<file path="config.mk">
export PLATFORM = sky130hd
export DESIGN_NAME = met_controller
export DESIGN_NICKNAME = d
export VERILOG_FILES = /design/src/rtl/met_pkg.sv /design/src/rtl/met_controller.sv
export SDC_FILE = /design/constraint.sdc
export NUM_CORES = 1
export LEC_CHECK = 0
export BUFFER_PORTS_ARGS = -buffer_cell sky130_fd_sc_hd__buf_2
export CORE_AREA = 2 2 39 41
export DETAILED_ROUTE_END_ITERATION = 16
export DIE_AREA = 0 0 41 43
export SLEW_MARGIN = 5
export SYNTH_ARGS = -nofsm -noshare
export SYNTH_HDL_FRONTEND = slang
export SYNTH_SLANG_ARGS = --single-unit
</file>
<file path="constraint.sdc">
create_clock -name i_clk -period 2.95 [get_ports i_clk]
set_input_delay 0.295 -clock i_clk [delete_from_list [all_inputs] [get_ports i_clk]]
set_output_delay 0.295 -clock i_clk [all_outputs]
set_load 0.02 [all_outputs]
</file>
<file path="src/rtl/met_pkg.sv">
// Package for the fixed-point Mandelbrot escape-time core.
// Holds widths, register indexes, reset values, the controller state type and
// the command and status structs between the controller and the datapath.
package met_pkg;

    // Default parameter values for the top level.
    localparam int DEF_FRAC_BITS   = 28;
    localparam int DEF_COUNT_WIDTH = 16;

    // Fixed widths of the point coordinates, registers and iteration counter.
    localparam int DATA_W     = 32;
    localparam int LIMIT_W    = 16;
    localparam int CFG_IDX_W  = 1;
    localparam int CFG_DATA_W = 32;

    // Configuration register indexes.
    localparam logic [CFG_IDX_W-1:0] CFG_BAILOUT    = 1'd0;
    localparam logic [CFG_IDX_W-1:0] CFG_ITER_LIMIT = 1'd1;

    // Reset value of the iteration limit register.
    localparam logic [LIMIT_W-1:0] ITER_LIMIT_RESET = 16'd256;

    // Saturation bounds of a signed coordinate.
    localparam logic [DATA_W-1:0] S32_MAX = 32'h7FFF_FFFF;
    localparam logic [DATA_W-1:0] S32_MIN = 32'h8000_0000;

    // Controller states.
    typedef enum logic [2:0] {
        ST_IDLE,
        ST_INIT_MUL,
        ST_INIT_SQ,
        ST_TEST_MUL,
        ST_UPDATE,
        ST_DONE
    } t_state;

    // Commands from the controller to the datapath.
    typedef struct packed {
        logic load_point;
        logic mul_en;
        logic load_init_sq;
        logic update;
        logic load_result;
    } t_cmd;

    // Status from the datapath to the controller.
    typedef struct packed {
        logic iterate;
    } t_status;

endpackage

</file>
<file path="src/rtl/met_controller.sv">
// Controller of the Mandelbrot escape-time core: sequences one point through
// setup and the iteration loop and owns both channel handshakes.
// Depends on met_pkg.
module met_controller import met_pkg::*; (
    input  logic    i_clk,
    input  logic    i_rst_n,
    input  logic    i_in_valid,
    output logic    o_in_ready,
    output logic    o_out_valid,
    input  logic    i_out_ready,
    input  t_status i_status,
    output t_cmd    o_cmd
);

    t_state r_state, n_state;
    logic   r_out_valid, n_out_valid;
    logic   slot_free;

    assign slot_free = !r_out_valid || i_out_ready;

    // State and output-valid registers.
    always_ff @(posedge i_clk) begin
        if (!i_rst_n) begin
            r_state     <= ST_IDLE;
            r_out_valid <= 1'b0;
        end else begin
            r_state     <= n_state;
            r_out_valid <= n_out_valid;
        end
    end

    // Next state.
    always_comb begin
        n_state = r_state;
        unique case (r_state)
            ST_IDLE:     if (i_in_valid) n_state = ST_INIT_MUL;
            ST_INIT_MUL: n_state = ST_INIT_SQ;
            ST_INIT_SQ:  n_state = ST_TEST_MUL;
            ST_TEST_MUL: n_state = i_status.iterate ? ST_UPDATE : ST_DONE;
            ST_UPDATE:   n_state = ST_TEST_MUL;
            ST_DONE:     if (slot_free) n_state = ST_IDLE;
            default:     n_state = ST_IDLE;
        endcase
    end

    // Commands and handshake outputs.
    always_comb begin
        o_cmd      = '0;
        o_in_ready = 1'b0;
        unique case (r_state)
            ST_IDLE: begin
                o_in_ready       = 1'b1;
                o_cmd.load_point = i_in_valid;
            end
            ST_INIT_MUL: o_cmd.mul_en       = 1'b1;
            ST_INIT_SQ:  o_cmd.load_init_sq = 1'b1;
            ST_TEST_MUL: o_cmd.mul_en       = 1'b1;
            ST_UPDATE:   o_cmd.update       = 1'b1;
            ST_DONE:     o_cmd.load_result  = slot_free;
            default: begin
                o_cmd = '0;
            end
        endcase
    end

    // The result slot fills on a load and empties when the transaction completes.
    always_comb begin
        if (o_cmd.load_result) begin
            n_out_valid = 1'b1;
        end else if (i_out_ready) begin
            n_out_valid = 1'b0;
        end else begin
            n_out_valid = r_out_valid;
        end
    end

    assign o_out_valid = r_out_valid;

    // At most one datapath command is issued in any cycle.
    a_cmd_exclusive: assert property (@(posedge i_clk) disable iff (!i_rst_n)
        $onehot0({o_cmd.load_point, o_cmd.mul_en, o_cmd.load_init_sq,
                  o_cmd.update, o_cmd.load_result}))
        else $error("controller issued more than one command");

    // An accepted point always starts with the setup multiply.
    a_accept_starts: assert property (@(posedge i_clk) disable iff (!i_rst_n)
        (i_in_valid && o_in_ready) |=> (r_state == ST_INIT_MUL))
        else $error("accepted point did not start setup");

    // A result is never loaded over one that has not been taken.
    a_no_overwrite: assert property (@(posedge i_clk) disable iff (!i_rst_n)
        o_cmd.load_result |-> (!r_out_valid || i_out_ready))
        else $error("result register overwritten");

    // Every z update follows a passing loop test.
    a_update_after_test: assert property (@(posedge i_clk) disable iff (!i_rst_n)
        (r_state == ST_TEST_MUL && i_status.iterate) |=> (r_state == ST_UPDATE))
        else $error("loop test passed without an update");

endmodule

</file>
==> out/results.tsv, run 1 <==
metric	value	unit
status	finished, final reports clean	
clockPowerShare	0.412	
cpLargestDelayFamily	flip-flops	
maxSlewViolCount	0	
rows	14	
root_buffer	clkbuf_4	
hold_end	r_state[2]$_SDFFE_PN0P_	
crit_type	flop to output pin	
drtIter0Drc	4	
reg2reg_to	r_state[0]$_SDFFE_PN0P_	
layout_commonest_cell	buf_2	
yosysWarnings	0	
numCtsBuffers	3	
ios	12	
cpPeakStageDelay	440	ps
r2r-start	r_state[2]$_SDFFE_PN0P_	
maxCapViolations	0	
hold_violations	0	
required	2650	ps
power.total	0.168	mW
gr-total-overflow	0	
syn_nets	35	
whs_path_depth	3	
setup_violations	0	
p_sw	0.0502	mW
fin_setup_tns	0	ps
n_antenna_cell	0	
postCtsResizedCells	0	
grt_first_pass_wirelength	759	µm
antenna_left	0	
clockBufferDepth	2	
vdd_drop_max	182	µV
path_clk_slew	40	ps
routed_via_density	4.00	
postCtsHoldBufs	0	
cp.arrival	1230	ps
postSynthCellCount	30	
min_from	i_rst_n	
pre_cts_slack	1680	ps
synth_cell_type_count	17	
die_w	41	µm
cts_tree	built	
track_usage	0.0741	
hold_path_class	input port to flop	
worst_slew_pin_slew	292	ps
endpoint_kind	output pin	
power.density	527	nW/µm²
hpwl	379	µm
antenna_found_initial	0	
ys_ff_latch	4	
critPathBufInv	1	
netSwitchingFraction	0.299	
die_height	43	µm
io_buffers	11	
finClkSkew	5.10	ps
syn2layout_area_growth	36.4	%
htree_num_levels	1	
setup_ws	1430	ps
reg2reg_slack	1920	ps
nNetsFinal	49	
cts.sinks	4	
leakage	0.150	nW
routabilityCongestion	0.745	
cp-start-kind	flop	
clk_latency	240	ps
drive_above_1_share	0.357	
dieArea	1760	µm²
p_int	0.118	mW
cp_max_fo	8	
comb_power_share	0.201	
wire_per_inst	8.05	µm
crit_chain	nor2b_4 -> nand2_1 -> nor2_1 -> buf_2	
post-route-period-util	0.517	
start_util	0.169	
drc_errors	0	
rsz0062_at_grt	false	
post-cts-setup-buffer-count	0	
dr_total_vias	232	
slew_headroom	0.805	
syn_area	234	µm²
slowest_stage	dfxtp_1	
core	1380	µm²
drt_wl_total	467	µm
avgSynthCellArea	7.80	µm²
dr.pass1.iters	2	
period_needed	1520	ps
grt_max_degree	12	
final_cell_mix	11 x buf_2, 4 x dfxtp_1	
ys_seq_area_frac	0.342	
fmax	656	MHz
seqPwrFrac	0.386	
grt_pass1_vias	190	
reg2reg_depth	3	
==> area by class of cell <==
class	instances	area (µm²)
fill	153	1060
multi-input combinational	23	138
sequential	4	80.1
timing repair buffer	11	55.1
clock buffer	3	22.5
tap	16	20.0
inverter	1	3.75
==> registers in the layout (all words and copies together) (netlist names) <==
name         cells
r_state          3
o_out_valid      1
==> worst min-delay path, cell delays in order <==
cell,delay [ps]
buf_2,120
nand2_1,60
a21oi_1,30
==> power by group through the flow <==
stage / clock network (mW) / logic [mW] / registers (mW)
final: 0.0693 / 0.0339 / 0.0650
after global placement: 0 / 0.0338 / 0.0661
after CTS: 0.0732 / 0.0342 / 0.0651
after global routing: 0.0793 / 0.0369 / 0.0664
after floorplan: 0 / 0.0262 / 0.0624
after detailed placement: 0 / 0.0342 / 0.0660
==> synthesized netlist by cell type, drive strengths merged <==
master,count,area [µm²]
nand2b,1,6.26
nor2b,4,32.5
inv,1,3.75
buf,2,12.5
and2b,1,7.51
and4,1,8.76
o21ai,2,10.0
and2,1,6.26
nor2,3,11.3
o311a,1,10.0
a21oi,3,15.0
a31o,1,8.76
dfxtp,4,80.1
nand2,3,11.3
nor3,2,10.0
==> metrics by stage <==
step | instance area, µm² | util | instances | hold WS [ps]
after floorplan | 234 | - | 30 | 419
after global placement | 297 | 0.214 | 55 | 552
after detailed placement | 297 | 0.214 | 55 | 552
after CTS | 319 | 0.231 | 58 | 308
after global routing | 319 | 0.231 | 58 | 324
final | 319 | 0.231 | 58 | 316
==> cells by family (layout without fill, tap and decap cells) <==
group           count (synthesis)  in the layout  synth area share
buf+inv                         3             15            0.0695
flops                           4              4             0.342
compound gates                  7              7             0.187
simple gates                   16             16             0.401
==> worst max path at each step <==
stage,from,to,slack (ps),cells past startpoint
2_1_floorplan,r_state[0]$_SDFFE_PN0P_,o_cmd[4],1340,3
3_3_place_gp,r_state[2]$_SDFFE_PN0P_,o_cmd[0],1680,4
3_5_place_dp,r_state[2]$_SDFFE_PN0P_,o_cmd[0],1680,4
4_1_cts,r_state[2]$_SDFFE_PN0P_,o_cmd[0],1420,4
5_1_grt,r_state[2]$_SDFFE_PN0P_,o_cmd[0],1310,4
6_report,r_state[2]$_SDFFE_PN0P_,o_cmd[0],1430,4
==> metal layers <==
layer,track usage,vias up,wire (µm)
li1,-,127,-
met5,0,-,0
met1,0.0703,93,204
met4,0.0600,0,8
met3,0.0942,3,60
met2,0.0781,9,193
No activity file was read; power rests on OpenSTA's default activity.
==> inputs of run 2 (changes only) <==
- ABC_AREA: not set -> 1
- clock period: 2.95 -> 1.34 ns (I/O delays scaled with it)
==> run 2 against run 1 <==
Critical path depth is the same. Die area is the same. Critical endpoint is now o_cmd[4]. Clock-buffer cell count is the same. Largest power group unchanged. Setup slack lost 1300 ps. Worst hold slack lost 140 ps. Via count grew 14%.
==> out/results.tsv, run 2 <==
metric	value	unit
antenna_found_initial	0	
postSynthCellCount	37	
start_util	0.169	
crit_chain	nor2_1 -> inv_1 -> nor3_1 -> buf_2	
synth.top_cells.by_area	dfxtp_1 34%, inv_1 13%, nor2_1 11%, nand3_1 8.6%, a21oi_1 6.4%	
pre_cts_slack	298	ps
whs	171	ps
crit_type	flop to output pin	
leakage	0.166	nW
cpPeakStageDelay	350	ps
place_area	290	µm²
numCtsBuffers	3	
syn_nets	42	
final_cell_mix	10 x buf_2, 8 x inv_1, 7 x nor2_1	
p_sw	0.135	mW
dr_total_vias	265	
power.total	0.406	mW
drt_wl_total	529	µm
post-route-period-util	0.933	
netSwitchingFraction	0.333	
worst_slew_pin_slew	225	ps
synth_top_cell_area_share	0.342	
synthFlopType	dfxtp_1	
timing.critical_path.to	o_cmd[4]	
slowest_stage	dfxtp_2	
clockPowerShare	0.374	
track_usage	0.0633	
endpoint_kind	output pin	
status	finished, final reports clean	
rsz0062_at_grt	true	
nNetsFinal	56	
cts.sinks	4	
critPathBufInv	2	
antenna_left	0	
drive_above_1_share	0.327	
dr.pass1.iters	4	
grt_max_degree	10	
synth_cell_type_count	11	
routabilityCongestion	0.662	
power.density	1280	nW/µm²
root_buffer	clkbuf_4	
cp_max_fo	9	
drc_errors	0	
n_antenna_cell	0	
finClkSkew	0.492	ps
die_w	41	µm
synthTopCellsByCount	8 x inv_1, 7 x nor2_1, 4 x dfxtp_1, 4 x nand3_1	
dieArea	1760	µm²
die_height	43	µm
cp.arrival	1120	ps
maxCapViolations	0	
clockBufferDepth	2	
reg2reg_to	r_state[2]$_SDFFE_PN0P_	
hold_path_class	input port to flop	
largest_register	r_state	
syn_area	234	µm²
synth.most_common_cell	inv_1	
drtIter0Drc	5	
gr-total-overflow	0	
period_needed	1250	ps
final_area	318	µm²
core	1380	µm²
path_clk_slew	40	ps
reg2reg_depth	5	
avgSynthCellArea	6.32	µm²
cp-start-kind	flop	
rows	14	
required	1210	ps
maxSlewViolCount	0	
vdd_drop_max	431	µV
cp.depth	4	
r2r-start	r_state[1]$_SDFFE_PN0P_	
comb_power_share	0.265	
hold_violations	0	
ios	12	
cts_tree	built	
setup_violations	0	
grt_pass1_vias	172	
numPlacedInstances	62	
htree_num_levels	1	
p_int	0.271	mW
largest_register_ffs	3	
routed_via_density	4.08	
ys_seq_area_frac	0.342	
fin_cells	65	
syn2layout_area_growth	35.8	%
ys_ff_latch	4	
async_flop_share	0	
reg2reg_slack	370	ps
postCtsHoldBufs	0	
hpwl	399	µm
grt_first_pass_wirelength	662	µm
setup_ws	90.1	ps
synth-edff-count	0	
wire_per_inst	8.14	µm
yosysWarnings	0	
cpLargestDelayFamily	flip-flops	
seqPwrFrac	0.362	
clk_latency	230	ps
layout_commonest_cell	buf_2	
io_buffers	11	
synth_top_cell_by_area	dfxtp_1	
slew_headroom	0.848	
critPathLaunch	r_state[0]$_SDFFE_PN0P_	
fmax	800	MHz
run 2: cell count changes after synthesis, sizes merged, moves of 2 or more:
| cell | change |
|---|---|
| nor2 | +4 |
| nand3 | +4 |
| inv | +7 |
| nor2b | -4 |
| a31oi | +2 |
run 2: worst min path at each step:
stage / from / end / slack [ps] / cells after the start
global route: i_rst_n / r_state[2]$_SDFFE_PN0P_ / 200 / 3
finish: i_rst_n / r_state[0]$_SDFFE_PN0P_ / 170 / 3
detailed placement: i_rst_n / r_state[0]$_SDFFE_PN0P_ / 420 / 3
global placement: i_rst_n / r_state[0]$_SDFFE_PN0P_ / 410 / 3
CTS: i_rst_n / r_state[0]$_SDFFE_PN0P_ / 170 / 3
floorplan: i_rst_n / r_state[0]$_SDFFE_PN0P_ / 300 / 2
run 2: cell families after synthesis:
kind of cell,synth area share
and+or+nand+nor,0.289
AOI/OAI and AO/OA,0.160
DFF,0.342
buffers and inverters,0.209
run 2: per-stage QoR:
stage,util,TNS (ps)
2_1_floorplan,-,0
3_3_place_gp,0.210,0
3_5_place_dp,0.210,0
4_1_cts,0.226,0
5_1_grt,0.230,-25.3
6_report,0.230,0
run 2: power groups by stage:
| stage | Clock (mW) | Combinational [mW] | Sequential (mW) |
|---|---|---|---|
| final | 0.152 | 0.108 | 0.147 |
| after global routing | 0.172 | 0.122 | 0.149 |
| after CTS | 0.160 | 0.108 | 0.145 |
| after detailed placement | 0 | 0.108 | 0.147 |
| after global placement | 0 | 0.107 | 0.147 |
| after floorplan | 0 | 0.0914 | 0.139 |
run 2: cell type report:
type	instances	area (µm²)
Fill cell	173	1070
Multi-Input combinational cell	23	105
Sequential cell	4	82.6
Timing Repair Buffer	11	57.6
Inverter	8	30.0
Clock buffer	3	22.5
Tap cell	16	20.0
run 2: worst register-to-register path, delay by kind of cell, from the launching register on:
family / cells / cell delay, ps
AO/OA/AOI/OAI: 1 / 140
AND/OR/NAND/NOR: 3 / 240
buffers and inverters: 1 / 100
flip-flops: 1 / 380
run 2: metal layers:
metal	wire length, µm	track usage	share of wire	vias to the layer above
met5	0	0	0	-
met4	0	0.0400	0	0
met3	39	0.0785	0.074	0
met2	240	0.0594	0.45	10
met1	249	0.0742	0.47	115
li1	-	-	-	140
run 2: repair_timing:
item                                    in CTS  in global routing
endpoints found under the hold margin        0                  0
buffers inserted                             0                  0
resized for setup                            0                  3
endpoints found under the setup margin       0                  3
